<file path="config.mk">
export PLATFORM = sky130hd
export DESIGN_NAME = fcuf_ctrl
export DESIGN_NICKNAME = d
export VERILOG_FILES = /design/src/sv/fcuf_pkg.sv /design/src/sv/fcuf_ctrl.sv
export SDC_FILE = /design/constraint.sdc
export NUM_CORES = 1
export LEC_CHECK = 0
export BUFFER_PORTS_ARGS = -buffer_cell sky130_fd_sc_hd__buf_4
export CAP_MARGIN = 5
export CORE_AREA = 2 2 39 41
export DETAILED_ROUTE_END_ITERATION = 7
export DIE_AREA = 0 0 41 43
export SLEW_MARGIN = 20
export SYNTH_ARGS = -nofsm -noshare
export SYNTH_HDL_FRONTEND = slang
export SYNTH_SLANG_ARGS = --single-unit
</file>
<file path="constraint.sdc">
create_clock -name clk_i -period 1.1 [get_ports clk_i]
set_input_delay 0.11 -clock clk_i [delete_from_list [all_inputs] [get_ports clk_i]]
set_output_delay 0.11 -clock clk_i [all_outputs]
set_load 0.05 [all_outputs]
</file>
<file path="src/sv/fcuf_pkg.sv">
package fcuf_pkg;

  localparam int unsigned RX_DEPTH = 256;
  localparam int unsigned TX_DEPTH = 256;
  localparam int unsigned RX_AW = $clog2(RX_DEPTH);
  localparam int unsigned TX_AW = $clog2(TX_DEPTH);
  localparam int unsigned CMP_W = ((TX_AW > 8) ? TX_AW : 8) + 2;

  localparam logic [7:0] END_BYTE_RESET = 8'hFF;

  localparam logic [2:0] KIND_RX_BYTE   = 3'd0;
  localparam logic [2:0] KIND_HOST_READ = 3'd1;
  localparam logic [2:0] KIND_CMD_BYTE  = 3'd2;
  localparam logic [2:0] KIND_TX_TAKE   = 3'd3;
  localparam logic [2:0] KIND_LINE_ERR  = 3'd4;

  typedef struct packed {
    logic [2:0] kind;
    logic [7:0] data_in;
    logic [7:0] cmd_length;
    logic       cmd_first;
    logic       cmd_last;
  } item_t;

  typedef struct packed {
    logic        read_valid;
    logic [7:0]  read_byte;
    logic        cmd_accepted;
    logic        line_valid;
    logic [7:0]  line_byte;
    logic [7:0]  rx_level;
    logic [7:0]  tx_level;
    logic [31:0] rx_total;
    logic [31:0] rx_overflows;
    logic [31:0] tx_total;
    logic [31:0] tx_rejects;
    logic [31:0] line_errors;
  } result_t;

  typedef struct packed {
    logic load;
    logic exec;
    logic put_end;
  } ctrl_t;

  typedef struct packed {
    logic need_end;
  } stat_t;

endpackage

</file>
<file path="src/sv/fcuf_ctrl.sv">
module fcuf_ctrl (
  input  logic           clk_i,
  input  logic           rst_ni,
  input  logic           start_i,
  input  fcuf_pkg::stat_t stat_i,
  output fcuf_pkg::ctrl_t ctrl_o,
  output logic           busy_o,
  output logic           done_o
);

  localparam logic [2:0] S_IDLE = 3'd0;
  localparam logic [2:0] S_EXEC = 3'd1;
  localparam logic [2:0] S_END1 = 3'd2;
  localparam logic [2:0] S_END2 = 3'd3;
  localparam logic [2:0] S_END3 = 3'd4;
  localparam logic [2:0] S_DONE = 3'd5;

  logic [2:0] state_q, state_d;

  always_comb begin
    state_d = state_q;
    case (state_q)
      S_IDLE: if (start_i) state_d = S_EXEC;
      S_EXEC: state_d = stat_i.need_end ? S_END1 : S_DONE;
      S_END1: state_d = S_END2;
      S_END2: state_d = S_END3;
      S_END3: state_d = S_DONE;
      S_DONE: state_d = S_IDLE;
      default: state_d = S_IDLE;
    endcase
  end

  always_ff @(posedge clk_i or negedge rst_ni) begin
    if (!rst_ni) begin
      state_q <= S_IDLE;
    end else begin
      state_q <= state_d;
    end
  end

  assign ctrl_o.load    = (state_q == S_IDLE) && start_i;
  assign ctrl_o.exec    = (state_q == S_EXEC);
  assign ctrl_o.put_end = (state_q == S_END1) || (state_q == S_END2) ||
                          (state_q == S_END3);
  assign busy_o = (state_q != S_IDLE);
  assign done_o = (state_q == S_DONE);

endmodule

</file>
==> results.md, run 1 <==
- Worst path required time: 990 ps
- CP Capture Type: output pin
- Inserted Clock Buffers: 3
- CP delay by family, top: flip-flops
- Total track usage: 0.07359
- YS warnings: 0
- Initial Util: 0.1320
- Clock transition at the registers of the reported paths: 30 ps
- Max Cap Viol: 0
- RePlAce Congestion: 0.6041
- Final WL: 445 um
- CP Cell Sequence: nor2_4 -> and3_4 -> buf_8
- R2r startpoint: state_q[1]
- Antenna Nets Post-Route: 0
- Critical path buffer and inverter count: 1
- Final Max Tran Viols: 0
- Die area: 1763 um^2
- # IOs: 9
- Synth Register Bits: 3
- CTS tree: yes
- Syn nets: 26
- Commonest non-fill, non-tap cell in the layout: buf_4
- Nets: 44
- Biggest register: state_q
- Fmax: 809.5 MHz
- Worst Hold Class: in -> reg
- Placed Area: 275.3 um^2
- Critical Path Source Type: flop
- Setup violators final: 7
- Post-synthesis compound-gate area fraction: 0.2192
- Vias in the first global route: 219
- Final Util: 0.2812
- Post-route minimum period: 1235 ps
- Initial antenna violation count: 0
- Commonest non-fill, non-tap cells in the layout: buf_4, buf_6, nand2_1, clkbuf_4
- Share of cells above drive strength 1: 0.7179
- Via-to-Cell Ratio: 3.582
- TritonRoute pass-1 iters: 2
- Classification of the worst setup path: reg -> out
- Hold path startpoint: stat_i
- Yosys top cell by area: dfrtp_1
- Least-Margin Pin Slew: 210.4 ps
- Post-synthesis simple-gate area fraction: 0.3082
- GRT Residual Overflow: 0
- Crit path largest cell delay: 440 ps
- Avg Cell Area, Syn: 8.303 um^2
- Failing checks: setup timing
- Core area: 1384 um^2
- I/O Buffers: 8
- Main combinational cell family by area after synthesis: simple AND/OR/NAND/NOR gates
- HPWL after DPL: 303.7 um
- Final Cell Area: 389.1 um^2
- Largest register FFs: 3
- Slowest CP cell: dfrtp_2
- Synth top area share: 0.4110
- CP Max Fanout: 4
- CP Launch Point: state_q[1]
- Final worst-path cycle share: 1.123
- Yosys cell types: 13
- Largest registers: state_q x3
- Global-route wire length before repair: 793 um
- Post-synthesis adder-cell area fraction: 0
- DRC viols: 0
- WP data arrival: 1130 ps
- Area Growth Syn to Fin: 113.0%
- Post-route clock skew: 0.7088 ps
- Post-Synthesis Cells: 22
- Die Ht: 43 um
- Worst slew margin: 0.8582
- Setup ws final: -135.4 ps
- Site Rows: 14
- Post-Syn Area: 182.7 um^2
- Synth top area cells: dfrtp_1, and2_2, inv_1, nand2_1, o21ai_0
- DRT iter0 DRCs: 2
- TritonCTS Sinks: 3
- Post-synthesis mux area share: 0
- Fin. Hold Viols: 0
- CTS Buffer Depth: 2
- DIE WIDTH: 41 um
- CTS root buf: clkbuf_4
- Post-Synth XOR/XNOR Area: 0
- WL per Instance: 8.091 um
- Pin count of the biggest net entering global routing: 8
- Clock latency on the worst-skew pair: 230 ps
- H-Tree Depth: 1
- Diode count: 0
- RSZ-0062 raised after global routing: true
- Status: complete, but fails checks
- Total number of vias: 197
- Sequential area share after synthesis: 0.4110
## metal layers
metal / wire (um) / GRT usage / vias up
met5: 0 / 0 / -
met4: 0 / 0.06000 / 0
met3: 29 / 0.06283 / 0
met2: 246 / 0.1031 / 5
met1: 169 / 0.06189 / 86
li1: - / - / 106
## worst min-delay path, cell delays in order
cell and delay, ps:
buf_4 90, a21oi_2 40, nor2_1 70
## path summary, 6_finish.rpt
kind / endpoint / depth (start not counted) / slack [ps]
worst max-delay path: ctrl_o[2] / 3 / -140
worst min-delay path: state_q[1] / 3 / 130
worst max register to register: state_q[0] / 5 / -100
worst min register to register: state_q[1] / 1 / 530
max in group asynchronous: state_q[1] / 2 / 780
min in group asynchronous: state_q[2] / 2 / 210
## repair_timing
item | in CTS | in global routing
endpoints found under the setup margin | 5 | 7
hold buffers | 1 | 0
pin swaps | 4 | 4
buffers inserted | 3 | 1
endpoints found under the hold margin | 3 | 0
resized for setup | 16 | 2
## layout make-up
cell class	count	area (um^2)
Sequential cell	3	77.57
Inverter	3	11.26
Timing Repair Buffer	13	130.1
Fill cell	148	994.7
Clock buffer	4	26.28
Multi-Input combinational cell	16	123.9
Tap cell	16	20.02
## per-stage QoR
| step | setup slack (ps) | hold slack (ps) | TNS (ps) | cells |
|---|---|---|---|---|
| final | -135.4 | 127.8 | -694.5 | 55 |
| after global routing | -218.4 | 124.9 | -1077 | 55 |
| after CTS | -139.0 | 127.7 | -549.4 | 55 |
| after detailed placement | 6.054 | -99.75 | 0 | 47 |
| after global placement | 9.010 | -100.1 | 0 | 47 |
| after floorplan | 55.75 | -185.6 | 0 | 22 |
## cells by family (layout without fill, tap and decap cells)
logic type / after synthesis / after routing
AND/OR/NAND/NOR: 10 / 10
AO/OA/AOI/OAI: 6 / 6
flip-flops: 3 / 3
buffers and inverters: 3 / 20
## cell usage after synthesis
master and instances:
and2_2 2, and3_1 1, inv_1 3, o21ai_2 1
a21oi_1 1, nor2_1 2, dfrtp_1 3, o211ai_1 1
o21ai_0 2, and2b_1 1, nand2_1 3, nor2b_2 1
a21oi_2 1
Power of run 1 is not shown: default switching activity piles up to over one toggle a cycle in this logic, so the estimate is an artifact.
==> inputs of run 2 (changes only) <==
BUFFER_PORTS_ARGS = -buffer_cell sky130_fd_sc_hd__buf_2   (was -buffer_cell sky130_fd_sc_hd__buf_4)
clock period = 1.05 ns   (was 1.1 ns; I/O delays follow)
==> run 2 against run 1 <==
  * The flow still finishes with violations (setup timing)
  * Sequential share of layout area grew 0.40 points
  * Register-to-register slack better by 30 ps
  * Setup slack lost 64 ps
  * Cell area fell by 3.5%
  * First-iteration DRC count down 50%
  * Wire length increased by 5.8%
  * Hold slack improved by 8.7 ps
  * Clock skew hardly changed
  * Non-clock buffer count up 3
  * Critical path depth did not move
  * Via count is 9.1% higher
  * Critical path type unchanged
  * Critical endpoint unchanged
==> results.md, run 2 (synthesis gave the netlist of run 1 again) <==
- CP Capture Type: output pin
- Slowest CP cell: dfrtp_1
- GRT Residual Overflow: 0 (unchanged)
- Clock transition at the registers of the reported paths: 40 ps (about the same)
- Antenna Nets Post-Route: 0 (unchanged)
- Worst Hold Class: in -> reg
- Crit path largest cell delay: 410 ps (-30 ps)
- RePlAce Congestion: 0.5891 (-2.5%)
- Post-route clock skew: 0.5883 ps (-0.1205 ps)
- Commonest non-fill, non-tap cell in the layout: buf_4
- Worst slew margin: 0.8328 (-0.02539)
- Critical Path Source Type: flop
- Final worst-path cycle share: 1.190
- Share of cells above drive strength 1: 0.6429 (-0.07509)
- Placed Area: 285.3 um^2 (+3.6%)
- Largest register FFs: 3 (unchanged)
- Status: complete, but fails checks
- Vias in the first global route: 179 (-18%)
- Setup ws final: -199.6 ps (-64.20 ps)
- Final WL: 471 um (+5.8%)
- Worst path required time: 940 ps (-50 ps)
- Global-route wire length before repair: 717 um (-9.6%)
- Site Rows: 14 (unchanged)
- CTS Buffer Depth: 2 (unchanged)
- Max Cap Viol: 0 (unchanged)
- Die Ht: 43 um (unchanged)
- CP Cell Sequence: nor2_2 -> and3_2 -> buf_8
- Failing checks: setup timing
- Total track usage: 0.07452 (+0.0009329)
- DRC viols: 0 (unchanged)
- Inserted Clock Buffers: 3 (unchanged)
- Total number of vias: 215 (+9.1%)
- TritonCTS Sinks: 3 (unchanged)
- DIE WIDTH: 41 um (unchanged)
- Pin count of the biggest net entering global routing: 7 (-1)
- Setup violators final: 7 (unchanged)
- CP Max Fanout: 4 (unchanged)
- RSZ-0062 raised after global routing: true
- Nets: 47 (+6.8%)
- Area Growth Syn to Fin: 105.5%
- Initial Util: 0.1320 (unchanged)
- Fmax: 800.3 MHz
- Fin. Hold Viols: 0 (unchanged)
- H-Tree Depth: 1 (unchanged)
- Initial antenna violation count: 0 (unchanged)
- Diode count: 0 (unchanged)
- Clock latency on the worst-skew pair: 230 ps (about the same)
- # IOs: 9 (unchanged)
- TritonRoute pass-1 iters: 2 (unchanged)
- Biggest register: state_q
- CTS root buf: clkbuf_4
- Final Util: 0.2712 (-0.009945)
- Commonest non-fill, non-tap cells in the layout: buf_4, buf_6
- I/O Buffers: 8 (unchanged)
- WP data arrival: 1140 ps (about the same)
- Classification of the worst setup path: reg -> out
- CTS tree: yes
- Core area: 1384 um^2 (unchanged)
- Least-Margin Pin Slew: 248.1 ps (+37.69 ps)
- Die area: 1763 um^2 (unchanged)
- Post-route minimum period: 1250 ps
- Final Cell Area: 375.4 um^2 (-3.5%)
- Largest registers: state_q x3
- Worst slack, placed: -113.6 ps (-119.7 ps)
- Final Max Tran Viols: 0 (unchanged)
- WL per Instance: 8.121 um (+0.37%)
- DRT iter0 DRCs: 1 (-1)
- Via-to-Cell Ratio: 3.707 (+3.5%)
==> run 2: layout make-up <==
class	count	area, um^2
tap	16	20.02
multi-input combinational	16	103.9
sequential	3	76.32
inverter	3	11.26
fill	158	1008
timing repair buffer	16	137.6
clock buffer	4	26.28
==> run 2: layer usage <==
layer  global-route usage  vias up  wire length (um)  share of wire
met5                    0        -                 0              0
met4              0.08000        0                 0              0
met3              0.07853        0                35          0.074
met2              0.08750        5               255           0.54
met1              0.06169       99               180           0.38
li1                     -      111                 -              -
==> run 2: worst paths after layout <==
kind | from | endpoint | slack, ps | cells past startpoint
max reg2reg | state_q[0] | state_q[0] | -70 | 5
min | stat_i | state_q[1] | 140 | 3
min in group asynchronous | rst_ni | state_q[0] | 200 | 2
max | state_q[1] | ctrl_o[2] | -200 | 3
max in group asynchronous | rst_ni | state_q[2] | 740 | 2
min reg2reg | state_q[2] | state_q[1] | 610 | 2
==> run 2: repair_timing <==
item,4_1_cts,5_1_grt
pin swaps,2,1
setup buffers,1,1
gates cloned,0,0
hold buffers,1,0
setup endpoints to repair,5,7
endpoints found under the hold margin,3,0
resized for setup,12,1
==> run 2: worst max-delay path, delay by kind of cell (launching register included) <==
kind | cells | cell delay [ps]
flip-flops | 1 | 410
AND/OR/NAND/NOR | 2 | 360
buffers and inverters | 1 | 140
==> run 2: per-stage QoR <==
step | hold WS [ps] | setup TNS [ps] | cells
2_1_floorplan | -190.6 | 0 | 22
3_3_place_gp | -98.92 | -233.5 | 51
3_5_place_dp | -98.14 | -260.4 | 51
4_1_cts | 139.1 | -882.8 | 57
5_1_grt | 148.3 | -1484 | 58
6_report | 136.5 | -971.7 | 58
Power of run 2 is left out for the same reason.
==> inputs of run 3 (changes only) <==
==> constraint.sdc (replaced) <==
create_clock -name clk_i -period 1.05 [get_ports clk_i]
set_input_delay 0.0525 -clock clk_i [delete_from_list [all_inputs] [get_ports clk_i]]
set_output_delay 0.0525 -clock clk_i [all_outputs]
set_load 0.05 [all_outputs]
==> run 3 against run 2 <==
  * The flow still finishes with violations (setup timing)
  * Fmax grew 4.0%
  * Non-clock buffer count fell by 3
  * Die area unchanged
  * Via count fell by 3.7%
  * Register-to-register slack gained 90 ps
  * Global-route usage is essentially flat
  * Critical path type unchanged
==> results.md, run 3 (synthesis gave the netlist of run 1 again) <==
- Status: complete, but fails checks
- Failing checks: setup timing
- CTS root buf: clkbuf_4
- Final worst-path cycle share: 1.144 (-0.04608)
- Initial Util: 0.1320 (unchanged)
- Least-Margin Pin Slew: 231.4 ps (-16.75 ps)
- DRT iter0 DRCs: 1 (unchanged)
- CTS Buffer Depth: 2 (unchanged)
- CTS tree: yes
- Diode count: 0 (unchanged)
- Nets: 44 (-6.4%)
- Worst Hold Class: in -> reg
- Critical Path Source Type: flop
- Largest register FFs: 3 (unchanged)
- Final Max Tran Viols: 0 (unchanged)
- Pin count of the biggest net entering global routing: 7 (unchanged)
- RePlAce Congestion: 0.6095 (+3.5%)
- Post-route minimum period: 1201 ps (-48.39 ps)
- Final WL: 435 um (-7.6%)
- Inserted Clock Buffers: 3 (unchanged)
- HPWL after DPL: 310.5 um
- Setup ws final: -151.2 ps (+48.39 ps)
- Antenna Nets Post-Route: 0 (unchanged)
- Fmax: 832.5 MHz (+4.0%)
- Global-route wire length before repair: 731 um (+2.0%)
- Worst slack, placed: -52.63 ps (+60.99 ps)
- Clock latency on the worst-skew pair: 240 ps (about the same)
- DRC viols: 0 (unchanged)
- DIE WIDTH: 41 um (unchanged)
- Die area: 1763 um^2 (unchanged)
- # IOs: 9 (unchanged)
- Clock transition at the registers of the reported paths: 40 ps (about the same)
- RSZ-0062 raised after global routing: true
- Die Ht: 43 um (unchanged)
- Total number of vias: 207 (-3.7%)
- Register area: 77.57 um^2 (+1.6%)
- Cells after DPL: 48 (-5.9%)
- Setup violators final: 5 (-2)
- Area Growth Syn to Fin: 106.8%
- I/O Buffers: 8 (unchanged)
- Total track usage: 0.07460 (+0.00007512)
- Max Cap Viol: 0 (unchanged)
- Final Non-Filler Cells: 55 (-5.2%)
- Worst slew margin: 0.8441 (+0.01128)
- Site Rows: 14 (unchanged)
- WHS Path Cells: 3 (unchanged)
- Fin. Hold Viols: 0 (unchanged)
- Classification of the worst setup path: reg -> out
- H-Tree Depth: 1 (unchanged)
- Worst path required time: 1000 ps (+60 ps)
- Vias in the first global route: 201 (+12%)
- CP Max Fanout: 5 (+1)
- Multi-input gate area: 120.1 um^2 (+16%)
- Via-to-Cell Ratio: 3.764 (+1.5%)
- Core area: 1384 um^2 (unchanged)
- CP Capture Type: output pin
- Post-route clock skew: 3.512 ps (+2.924 ps)
- Reg2reg path depth: 4 (-1)
- GRT Residual Overflow: 0 (unchanged)
- Commonest non-fill, non-tap cell in the layout: buf_4
- WP data arrival: 1150 ps (about the same)
- Biggest register: state_q
- Initial antenna violation count: 0 (unchanged)
- Share of cells above drive strength 1: 0.6667 (+0.02381)
- TritonCTS Sinks: 3 (unchanged)
- TritonRoute pass-1 iters: 2 (unchanged)
- Sum Neg Setup Slack: -552.4 ps (+419.3 ps)
- Fillers: 150 (-5.1%)
- WL per Instance: 7.909 um (-2.6%)
- Largest registers: state_q x3
- Worst hold slack: 66.92 ps (-69.62 ps)
run 3: cell types whose count changed in the layout (fill, tap and decap cells not counted), moves of 2 or more:
cell    change
and2_2      -2
and2_4      +2
buf_4       -3
buf_6       -2
buf_8       +2
run 3: critical path, cell delays in order (launching register included):
cell and delay [ps]:
dfrtp_2 450, nor2_4 120, and3_2 200, buf_8 140
run 3: final timing paths:
check                      startpoint    endpoint  slack, ps
max reg2reg                state_q[0]  state_q[0]         20
min in group asynchronous      rst_ni  state_q[0]        140
max                        state_q[1]   ctrl_o[2]       -150
min reg2reg                state_q[2]  state_q[1]        600
max in group asynchronous      rst_ni  state_q[2]        790
min                            stat_i  state_q[1]         70
run 3: stage by stage:
| step | area, um^2 | util |
|---|---|---|
| floorplan | 187.7 | - |
| CTS | 370.4 | 0.2676 |
| detailed placement | 262.8 | 0.1899 |
| finish | 377.9 | 0.2731 |
| global placement | 262.8 | 0.1899 |
| global route | 377.9 | 0.2731 |
run 3: routing by layer:
| layer | wire (um) | GRT usage |
|---|---|---|
| met1 | 156 | 0.05863 |
| met2 | 230 | 0.09063 |
| met3 | 26 | 0.04712 |
| met4 | 21 | 0.1200 |
| met5 | 0 | 0 |
run 3: area by class of cell:
type,instances,share of cell area
clock buffers,4,0.06954
inverters,3,0.02980
multi-input cells,16,0.3179
flip-flops and latches,3,0.2053
well taps,16,0.05298
repair buffers,13,0.3245
run 3: what timing repair did:
action                                  4_1_cts  5_1_grt
buffers inserted                              2        0
hold endpoints to repair                      3        0
endpoints found under the setup margin        5        7
resized for setup                            19        2
hold buffers                                  1        0
pin swaps                                     3        0
Power of run 3 is left out for the same reason.
